[src/rtl/core/hgp_pkg.sv]
// shared constants, types and command and status structs of the hypergeometric probability core
`timescale 1ns / 1ps

package hgp_pkg;

  localparam int CNT_W          = 10;
  localparam int ACC_W          = 64;
  localparam int FRACTION_BITS  = 47;
  localparam int PROB_W         = 48;
  localparam int STATUS_W       = 2;
  localparam int PROD_W         = ACC_W + CNT_W;
  localparam int MAX_POPULATION = 1023;
  localparam int DIV_CNT_W      = $clog2(ACC_W);
  localparam int IN_DATA_W      = 4 * CNT_W;
  localparam int OUT_DATA_W     = PROB_W;

  localparam logic [ACC_W-1:0] ACC_ONE =
    {{(ACC_W-FRACTION_BITS-1){1'b0}}, 1'b1, {FRACTION_BITS{1'b0}}};

  typedef enum logic [STATUS_W-1:0] {
    ST_OK        = 2'd0,
    ST_INVALID   = 2'd1,
    ST_SATURATED = 2'd2
  } status_t;

  typedef struct packed {
    logic load;
    logic mul;
    logic div;
    logic commit;
    logic mark_invalid;
    logic mark_sat;
  } hgp_cmd_t;

  typedef struct packed {
    logic counts_bad;
    logic steps_done;
    logic ovf;
    logic last_iter;
  } hgp_stat_t;

endpackage

[src/rtl/core/hgp_dpath.sv]
// datapath: request registers, accumulator, multiplier and radix-2 divider
`timescale 1ns / 1ps

module hgp_dpath (
  input  logic                         clk,
  input  logic                         rst_n,
  input  logic [hgp_pkg::IN_DATA_W-1:0] req_i,
  input  hgp_pkg::hgp_cmd_t            cmd_i,
  output hgp_pkg::hgp_stat_t           stat_o,
  output logic [hgp_pkg::PROB_W-1:0]   prob_o,
  output hgp_pkg::status_t             status_o
);
  import hgp_pkg::*;

  logic [CNT_W-1:0]     pn_r, pk_r, sn_r, sk_r;
  logic [CNT_W-1:0]     i_r;
  logic                 pass_r;
  logic [ACC_W-1:0]     acc_r;
  logic [CNT_W-1:0]     rem_r;
  logic [ACC_W-1:0]     q_r;
  logic [CNT_W-1:0]     den_r;
  logic [DIV_CNT_W-1:0] cnt_r;
  status_t              status_r;

  logic [CNT_W-1:0]     j;
  logic [CNT_W-1:0]     num;
  logic [CNT_W-1:0]     den;
  logic [PROD_W-1:0]    prod;
  logic [CNT_W:0]       trial;
  logic [CNT_W:0]       diff;
  logic                 ge;

  assign j = i_r - sk_r;

  // sample ratio on the first pass, population ratio on the second
  always_comb begin
    if (pass_r) begin
      num = pk_r - i_r;
      den = pn_r - i_r;
    end else if (i_r < sk_r) begin
      num = sn_r - i_r;
      den = sk_r - i_r;
    end else begin
      num = (pn_r - sn_r) - j;
      den = (pk_r - sk_r) - j;
    end
  end

  assign prod  = {{CNT_W{1'b0}}, acc_r} * {{ACC_W{1'b0}}, num};
  assign trial = {rem_r, q_r[ACC_W-1]};
  assign diff  = trial - {1'b0, den_r};
  assign ge    = trial >= {1'b0, den_r};

  assign stat_o.counts_bad = (pn_r > CNT_W'(MAX_POPULATION)) || (pk_r > pn_r) ||
                             (sn_r > pn_r) || (sk_r > sn_r) || (sk_r > pk_r) ||
                             ((sn_r - sk_r) > (pn_r - pk_r));
  assign stat_o.steps_done = (i_r == pk_r);
  assign stat_o.ovf        = (rem_r >= den_r);
  assign stat_o.last_iter  = (cnt_r == DIV_CNT_W'(ACC_W - 1));

  assign prob_o   = (status_r == ST_OK) ? acc_r[PROB_W-1:0] : '0;
  assign status_o = status_r;

  always_ff @(posedge clk) begin
    if (!rst_n) begin
      i_r      <= '0;
      pass_r   <= 1'b0;
      cnt_r    <= '0;
      status_r <= ST_OK;
    end else begin
      if (cmd_i.load) begin
        i_r      <= '0;
        pass_r   <= 1'b0;
        status_r <= ST_OK;
      end
      if (cmd_i.mul) begin
        cnt_r <= '0;
      end
      if (cmd_i.div) begin
        cnt_r <= cnt_r + 1'b1;
      end
      if (cmd_i.commit) begin
        if (pass_r) begin
          pass_r <= 1'b0;
          i_r    <= i_r + 1'b1;
        end else begin
          pass_r <= 1'b1;
        end
      end
      if (cmd_i.mark_invalid) begin
        status_r <= ST_INVALID;
      end
      if (cmd_i.mark_sat) begin
        status_r <= ST_SATURATED;
      end
    end
  end

  always_ff @(posedge clk) begin
    if (cmd_i.load) begin
      pn_r  <= req_i[CNT_W-1:0];
      pk_r  <= req_i[2*CNT_W-1:CNT_W];
      sn_r  <= req_i[3*CNT_W-1:2*CNT_W];
      sk_r  <= req_i[4*CNT_W-1:3*CNT_W];
      acc_r <= ACC_ONE;
    end
    if (cmd_i.mul) begin
      rem_r <= prod[PROD_W-1:ACC_W];
      q_r   <= prod[ACC_W-1:0];
      den_r <= den;
    end
    if (cmd_i.div) begin
      rem_r <= ge ? diff[CNT_W-1:0] : trial[CNT_W-1:0];
      q_r   <= {q_r[ACC_W-2:0], ge};
    end
    if (cmd_i.commit) begin
      acc_r <= q_r;
    end
    if (cmd_i.mark_sat) begin
      acc_r <= '1;
    end
  end

  a_rem_below_den: assert property (@(posedge clk) disable iff (!rst_n)
    cmd_i.div |-> (rem_r < den_r))
    else $error("divider remainder not below divisor");

  a_mul_in_range: assert property (@(posedge clk) disable iff (!rst_n)
    cmd_i.mul |-> (i_r < pk_r) && (den != '0))
    else $error("multiply issued past the last step or with zero divisor");

endmodule

[src/rtl/core/hgp_ctrl.sv]
// controller state machine sequencing steps, multiplies and divider iterations
`timescale 1ns / 1ps

module hgp_ctrl (
  input  logic               clk,
  input  logic               rst_n,
  input  logic               in_valid_i,
  output logic               in_ready_o,
  input  logic               out_free_i,
  input  hgp_pkg::hgp_stat_t stat_i,
  output hgp_pkg::hgp_cmd_t  cmd_o,
  output logic               publish_o
);
  import hgp_pkg::*;

  typedef enum logic [6:0] {
    S_IDLE   = 7'b0000001,
    S_CHECK  = 7'b0000010,
    S_MUL    = 7'b0000100,
    S_OVF    = 7'b0001000,
    S_DIV    = 7'b0010000,
    S_COMMIT = 7'b0100000,
    S_DONE   = 7'b1000000
  } state_t;

  state_t state_r, state_nxt;

  always_comb begin
    state_nxt  = state_r;
    cmd_o      = '0;
    publish_o  = 1'b0;
    in_ready_o = 1'b0;
    unique case (state_r)
      S_IDLE: begin
        in_ready_o = rst_n;
        if (in_valid_i && rst_n) begin
          cmd_o.load = 1'b1;
          state_nxt  = S_CHECK;
        end
      end
      S_CHECK: begin
        priority if (stat_i.counts_bad) begin
          cmd_o.mark_invalid = 1'b1;
          state_nxt          = S_DONE;
        end else if (stat_i.steps_done) begin
          state_nxt = S_DONE;
        end else begin
          state_nxt = S_MUL;
        end
      end
      S_MUL: begin
        cmd_o.mul = 1'b1;
        state_nxt = S_OVF;
      end
      S_OVF: begin
        if (stat_i.ovf) begin
          cmd_o.mark_sat = 1'b1;
          state_nxt      = S_DONE;
        end else begin
          state_nxt = S_DIV;
        end
      end
      S_DIV: begin
        cmd_o.div = 1'b1;
        if (stat_i.last_iter) begin
          state_nxt = S_COMMIT;
        end
      end
      S_COMMIT: begin
        cmd_o.commit = 1'b1;
        state_nxt    = S_CHECK;
      end
      S_DONE: begin
        if (out_free_i) begin
          publish_o = 1'b1;
          state_nxt = S_IDLE;
        end
      end
      default: begin
        state_nxt = S_IDLE;
      end
    endcase
  end

  always_ff @(posedge clk) begin
    if (!rst_n) begin
      state_r <= S_IDLE;
    end else begin
      state_r <= state_nxt;
    end
  end

  a_cmd_exclusive: assert property (@(posedge clk) disable iff (!rst_n)
    $onehot0({cmd_o.load, cmd_o.mul, cmd_o.div, cmd_o.commit,
              cmd_o.mark_invalid, cmd_o.mark_sat, publish_o}))
    else $error("more than one datapath command at once");

  a_div_no_ovf: assert property (@(posedge clk) disable iff (!rst_n)
    (state_r == S_DIV) |-> !stat_i.ovf)
    else $error("divider running on an overflowing product");

endmodule

[src/rtl/core/hypergeometric_probability_core.sv]
// top level of the hypergeometric probability core
//
//  channel | dir | fields (lowest bit first)
//  in_     | in  | tdata: population_size, population_successes, sample_size,
//          |     |        sample_successes (10 bits each)
//  out_    | out | tdata: probability (48); tuser: status (2)
//
// one request at a time; each step runs two multiply-divides, each made of a
// multiply, an overflow check, 64 divider iterations, a commit and a check,
// and a request runs K steps, K the population successes
// synchronous active-low reset returns to idle with the output empty
// a new request is taken while a finished result waits in the output register
`timescale 1ns / 1ps

module hypergeometric_probability_core (
  input  logic                          clk,
  input  logic                          rst_n,
  input  logic                          in_tvalid,
  output logic                          in_tready,
  input  logic [hgp_pkg::IN_DATA_W-1:0]  in_tdata,  // N, K, n, k
  output logic                          out_tvalid,
  input  logic                          out_tready,
  output logic [hgp_pkg::OUT_DATA_W-1:0] out_tdata, // probability
  output logic [hgp_pkg::STATUS_W-1:0]   out_tuser  // status
);
  import hgp_pkg::*;

  hgp_cmd_t            cmd;
  hgp_stat_t           stat;
  logic                publish;
  logic                out_free;
  logic [PROB_W-1:0]   prob;
  status_t             status;

  logic                out_valid_r;
  logic [PROB_W-1:0]   out_prob_r;
  logic [STATUS_W-1:0] out_status_r;

  assign out_free = !out_valid_r || out_tready;

  hgp_ctrl u_ctrl (
    .clk        (clk),
    .rst_n      (rst_n),
    .in_valid_i (in_tvalid),
    .in_ready_o (in_tready),
    .out_free_i (out_free),
    .stat_i     (stat),
    .cmd_o      (cmd),
    .publish_o  (publish)
  );

  hgp_dpath u_dpath (
    .clk      (clk),
    .rst_n    (rst_n),
    .req_i    (in_tdata),
    .cmd_i    (cmd),
    .stat_o   (stat),
    .prob_o   (prob),
    .status_o (status)
  );

  always_ff @(posedge clk) begin
    if (!rst_n) begin
      out_valid_r <= 1'b0;
    end else if (publish) begin
      out_valid_r <= 1'b1;
    end else if (out_tready) begin
      out_valid_r <= 1'b0;
    end
  end

  always_ff @(posedge clk) begin
    if (publish) begin
      out_prob_r   <= prob;
      out_status_r <= status;
    end
  end

  assign out_tvalid = out_valid_r;
  assign out_tdata  = out_prob_r;
  assign out_tuser  = out_status_r;

  a_publish_slot_free: assert property (@(posedge clk) disable iff (!rst_n)
    publish |-> (!out_valid_r || out_tready))
    else $error("result written over an untaken result");

endmodule
[config.mk]
export PLATFORM = sky130hd
export DESIGN_NAME = hypergeometric_probability_core
export DESIGN_NICKNAME = d
export VERILOG_FILES = /design/src/rtl/core/hgp_pkg.sv /design/src/rtl/core/hgp_dpath.sv /design/src/rtl/core/hgp_ctrl.sv /design/src/rtl/core/hypergeometric_probability_core.sv
export SDC_FILE = /design/constraint.sdc
export NUM_CORES = 2
export LEC_CHECK = 0
export BUFFER_PORTS_ARGS = -buffer_cell sky130_fd_sc_hd__buf_2
export CAP_MARGIN = 10
export CORE_AREA = 2 2 262 264
export DETAILED_ROUTE_END_ITERATION = 8
export DIE_AREA = 0 0 264 266
export HOLD_SLACK_MARGIN = 0.05
export PLACE_DENSITY = 0.74
export SLEW_MARGIN = 40
export SYNTH_ARGS = -nofsm -noshare
export SYNTH_HDL_FRONTEND = slang
export SYNTH_SLANG_ARGS = --single-unit
export TNS_END_PERCENT = 10
[constraint.sdc]
create_clock -name clk -period 12 [get_ports clk]
set_input_delay 1.2 -clock clk [delete_from_list [all_inputs] [get_ports clk]]
set_output_delay 1.2 -clock clk [all_outputs]
set_load 0.005 [all_outputs]
== Word-level counts from Yosys, hierarchy flattened ==
Cells that the tools add are included.
Word-level totals
  bits in registers: 265
  output and inout bits: 52
  logic and storage cells: 113
Operators by class
  add/sub/neg operators: 14
  multiply operators: 1
  order comparisons: 9
  equality and inequality tests: 12
  mux-type cells: 43
  bitwise gates (word level): 1
  reduce and logical (&&, ||, !) cells: 16
Operator list (count)
  $mux 64: 4
  $sub 10x10->10: 12
  $mux 10: 10
  $mul 64x10->74: 1
  $gt 10x10->1: 5
  $pmux 7 s7: 1
  $mux 7: 6
  $mux 1: 17
  $mux 6: 2
  $ge 11x10->1: 1
  $add 10x1->10 const B: 1
  $eq 10x10->1: 1
  $ge 10x10->1: 1
  $gt 10x10->1 const B: 1
  $lt 10x10->1: 1
  $reduce_bool 2->1: 4
  $eq 7x1->1 const B: 1
  $eq 7x2->1 const B: 1
  $eq 7x3->1 const B: 1
  $eq 7x4->1 const B: 1
  $eq 7x5->1 const B: 1
  $eq 7x6->1 const B: 1
  $eq 7x7->1 const B: 1
  $add 6x1->6 const B: 1
  12 further kinds: 20

== Depth between registers and ports, before layout ==
  depth after elaboration: 10
  mapped depth: 42

== Hierarchy ==
Synthesis repeated with hierarchy kept, for this count alone.
Unflattened totals
  cells, all modules: 4194
  area, all modules: 36478.7 µm²
Modules (own cells, without submodules)
  hgp_dpath: instances 1, cells each 4080, area each 34475.6 µm², seq. area each 5385.2 µm²
  hypergeometric_probability_core: instances 1, cells each 54, area each 1550.2 µm², seq. area each 1521.5 µm²
  hgp_ctrl: instances 1, cells each 60, area each 452.9 µm², seq. area each 140.1 µm²

== Least setup slack after synthesis ==
No wires, ideal clock.
  path type: register -> register
  start point: register u_dpath.i_r[1]
  end point: register u_dpath.rem_r[4], data pin
  library setup time: 153 ps
  arrival: 9059 ps
  setup slack: 2788 ps
  stages on the path, launching flop included: 41
  buffers on the path: 2
  path through: dfxtp_1 -> inv_1 -> ha_1 -> nor2b_1 -> o21ai_1 -> nand2b_1 -> a21o_1 -> a21o_1 -> xor2_1 -> xor2_1 -> ha_1 -> o21bai_1 -> ha_1 -> a21oi_1 -> o21ai_0 -> a21o_1 -> a21oi_1 -> xnor2_1 -> [... 5 more ...] -> fa_1 -> fa_1 -> inv_1 -> fa_1 -> inv_1 -> fa_1 -> inv_1 -> ha_1 -> buf_2 -> nand4_1 -> or3_1 -> or4b_1 -> o2bb2ai_1 -> a2111oi_2 -> o31ai_1 -> a211oi_1 -> or3_1 -> o21ai_0
Between the ends
  cells in the longest elaborated chain, start to end: 7
  elaborated cells between the ends (all ways): 10
RTL lines
  from (decl): RTL line hgp_dpath.sv:16  | logic [CNT_W-1:0] i_r;
  from (signal assigned): RTL line hgp_dpath.sv:85  | i_r <= i_r + 1'b1;
  $sub 10x10->10: RTL line hgp_dpath.sv:33  | assign j = i_r - sk_r;
  $sub 10x10->10: RTL line hgp_dpath.sv:44  | num = (pn_r - sn_r) - j;
  $mux 10: RTL line hgp_dpath.sv:40  | end else if (i_r < sk_r) begin
  $mux 10 *: RTL line hgp_dpath.sv:37  | if (pass_r) begin
  $mul 64x10->74 *: RTL line hgp_dpath.sv:49  | assign prod = {{CNT_W{1'b0}}, acc_r} * {{ACC_W{1'b0}}, num};
  $mux 10 *: RTL line hgp_dpath.sv:107  | if (cmd_i.mul) begin
  $mux 10 *: RTL line hgp_dpath.sv:112  | if (cmd_i.div) begin
  to (signal assigned): RTL line hgp_dpath.sv:108  | rem_r <= prod[PROD_W-1:ACC_W];
  to (signal assigned): RTL line hgp_dpath.sv:113  | rem_r <= ge ? diff[CNT_W-1:0] : trial[CNT_W-1:0];
  to (decl): RTL line hgp_dpath.sv:19  | logic [CNT_W-1:0] rem_r;
Mark *: on every way between the ends. The rest lies on a longest branch, timed or not. The select of a mux whose other input is x is not followed.
A chain may end at the register's enable or synchronous reset.

== Worst setup path after layout ==
  start point: register u_dpath.i_r[0]
  end point: register u_dpath.rem_r[9], data pin
The elaborated chain is that of the path after synthesis.

==> metrics.md <==
| Metric | Value |
|---|---|
| Avg Cell Area, Syn | between 8 and 9 µm² |
| CTS Hold Buffers Added | 0 |
| First-pass GRT wire length | approximately 150000 µm |
| Crit Path Category | flop to flop |
| Largest stage delay, worst path | 0.68 ns |
| Post-DP HPWL | between 70000 and 80000 µm |
| Grt ovf | 0 |
| Total negative slack | 0 ns |
| Synth Net Count | 5019 |
| Largest net degree at the start of global routing | 76 |
| CP Capture Type | flop |
| Die ar. | ~70000 µm² |
| Initial Util | 0.540 |
| CTS tree | done |
| Crit-path max FO | 37 |
| Die width | between 200 and 300 µm |
| Hold WC Path Type | flop to flop |
| Top-count cell post-synth | inv_1 |
| Num CTS Buffers | 36 |
| Site row count | 96 |
| Post-synth top cells | inv_1 (830), fa_1 (517), nand2_1 (478) |
| Core Util, Final | 0.577 |
| Sequential cell area | 7050 µm² |
| Yosys reg bits | 265 |
| MaxCap Viol Count | 0 |
| Outcome | finished, final reports clean |
| WL/cell | 18.4 µm |
| Clk_skew | 0.0307 ns |
| Fill cells | 6015 |
| Tcrit/Tclk final | 0.951 |
| Final WL | 93100 µm |
| Top delay family on crit path | adder cells |
| Sequential area share after synthesis | 0.192 |
| Antenna violations before repair | 1 |
| Count of buffers from port buffering | 95 |
| Max VDD drop | 123 µV |
| CTS max path bufs | 3 |
| Gr usage total | 0.272 |
| Netlist cell types | 72 |
| Multi-input gate area | between 20000 and 30000 µm² |
| Fmax | 0.0876 GHz |
| Crit start category | flop |
| Clock-pin slew on the worst setup and hold paths | approximately 0.06 ns |
| Fin. max-slew vios | 0 |
| Num Clock Sinks | 265 |
| Final setup viols | 0 |
| Routed Antenna Nets | 0 |
| Synthesized area | ~37000 µm² |
| Crit-path slowest cell | a21oi_4 |
| Vias in the first global route | just under 30000 |
| Fin. Hold Viols | 0 |
| Top_reg_cell synth | edfxtp_1 |
| Clock Latency Late Sink | 0.57 ns |
| Drt pass-1 iters | 9 |
| Area share of the largest cell type after synthesis | 0.283 |
| Worst Max-Slew Pin Slew | about 0.86 ns |
| Share of cells above drive strength 1 | 0.0543 |
| DRC | 0 |
| Number of synthesis warnings | 0 |
| Pwr dens | 71.3 nW/µm² |
| Io pins | 96 |
| Vias | 28600 |
| Root Buffer | clkbuf_16 |
| Tmin final | 11.42 ns |
| Post-synth EDFFs | 174 |
| Synth top area cells | fa_1 (28%), edfxtp_1 (14%), ha_1 (8.5%), inv_1 (8.5%), and2_1 (6.4%) |
| First DRT Iteration DRCs | 2301 |
| RSZ-0062 raised after global routing | no |
| LEAKAGE | 18.3 nW |
| Deepest level of the CTS H-tree | 2 |
| Mapped Cells | roughly 4200 |
| Nets | between 4000 and 5000 |
| Req. time, crit path | 12.29 ns |
| Synth async-reset ratio | 0 |
| Routability cong. | 0.942 |
| Rel. slew slack | 0.426 |
| Arr. time, crit path | 11.70 ns |
| Buffer and inverter count on the worst path | 8 |
| Vert. Die Dim | 266 µm |
| Post-CTS Setup Inserts | 0 |
| Via density | 5.65 |
| Cell taking the most area after synthesis | fa_1 |
| Most used cell, CP | fa_1 |
| Post_cts resized | 0 |
| P&R area growth vs syn | 6.75% |
| Core Box Area | 67700 µm² |
-- sequential cells by signal, indices dropped and copies added (netlist names), 6 cells and up --
register / flops
u_dpath.acc_r: 64
u_dpath.q_r: 64
out_tdata: 48
u_dpath.den_r: 10
u_dpath.i_r: 10
u_dpath.pk_r: 10
u_dpath.pn_r: 10
u_dpath.rem_r: 10
u_dpath.sk_r: 10
u_dpath.sn_r: 10
u_ctrl.state_r: 7
u_dpath.cnt_r: 6
-- final timing paths --
path | start | cells past startpoint | end | slack, ns
setup / recovery | u_dpath.i_r[0] | 41 | u_dpath.rem_r[9] | 0.58
hold / removal | u_dpath.cnt_r[3] | 1 | u_dpath.cnt_r[3] | 0.48
setup reg to reg | u_dpath.i_r[0] | 41 | u_dpath.rem_r[9] | 0.58
hold reg to reg | u_dpath.cnt_r[3] | 1 | u_dpath.cnt_r[3] | 0.48
-- through the flow --
stage / hold slack (ns) / worst slack [ns] / power [W] / cell area, µm² / cells
4_1_cts: 0.480 / 0.841 / 0.00280 / 39000 / 5061
3_5_place_dp: 0.470 / 0.872 / 0.00163 / 37800 / 4996
2_1_floorplan: 0.445 / 2.79 / 0.00143 / 36600 / 4209
5_1_grt: 0.496 / 0.0852 / 0.00290 / 39100 / 5062
6_report: 0.485 / 0.585 / 0.00279 / 39100 / 5063
3_3_place_gp: 0.461 / 0.895 / 0.00160 / 37700 / 4990
-- power breakdown --
| part | internal, W | total [W] | leakage [nW] | switching (W) |
|---|---|---|---|---|
| clock | 0.000704 | 0.00117 | 0.605 | 0.000465 |
| sequential | 0.000986 | 0.00101 | 2.34 | 0.0000229 |
| combinational | 0.000218 | 0.000607 | 15.4 | 0.000388 |
| total | 0.00191 | 0.00279 | 18.3 | 0.000876 |
-- metal layers --
metal	part of all wire	GRT usage
met5	0.00014	0
met4	0.038	0.106
met3	0.068	0.0388
met2	0.48	0.460
met1	0.42	0.355
-- final cells by class --
class / count / area share
diodes: 1 / 0.0000640
clock buffers: 48 / 0.0258
clock inverters: 17 / 0.00618
inverters: 830 / 0.0797
multi-input cells: 2884 / 0.658
flip-flops and latches: 265 / 0.180
well taps: 882 / 0.0282
repair buffers: 136 / 0.0216
-- cells by family (layout without fill, tap and decap cells) --
logic type                 Yosys count  in the layout  synth area share
and+or+nand+nor                   1379           1379             0.190
buffers and inverters             1060           1031             0.110
adders and majority gates          766            766             0.368
AOI/OAI and AO/OA                  570            570            0.0977
DFF                                265            265             0.192
xor gates and xnor gates           143            143            0.0350
muxes                               26             26           0.00721
other                                0              1                 0
-- layout by cell type (no fill, tap or decap), types with 59 or more instances in the layout --
master / synthesis / final
nand3_1: 142 / 142
inv_1: 830 / 829
ha_1: 249 / 249
a21oi_1: 191 / 190
dfxtp_1: 91 / 91
fa_1: 517 / 517
nand2_1: 478 / 475
o21ai_0: 120 / 120
edfxtp_1: 174 / 174
and2_1: 372 / 372
buf_2: 23 / 95
nor2_1: 143 / 142
xnor2_1: 87 / 87
nor3b_1: 60 / 59
a21o_1: 71 / 71
(Power assumes the default switching activity.)
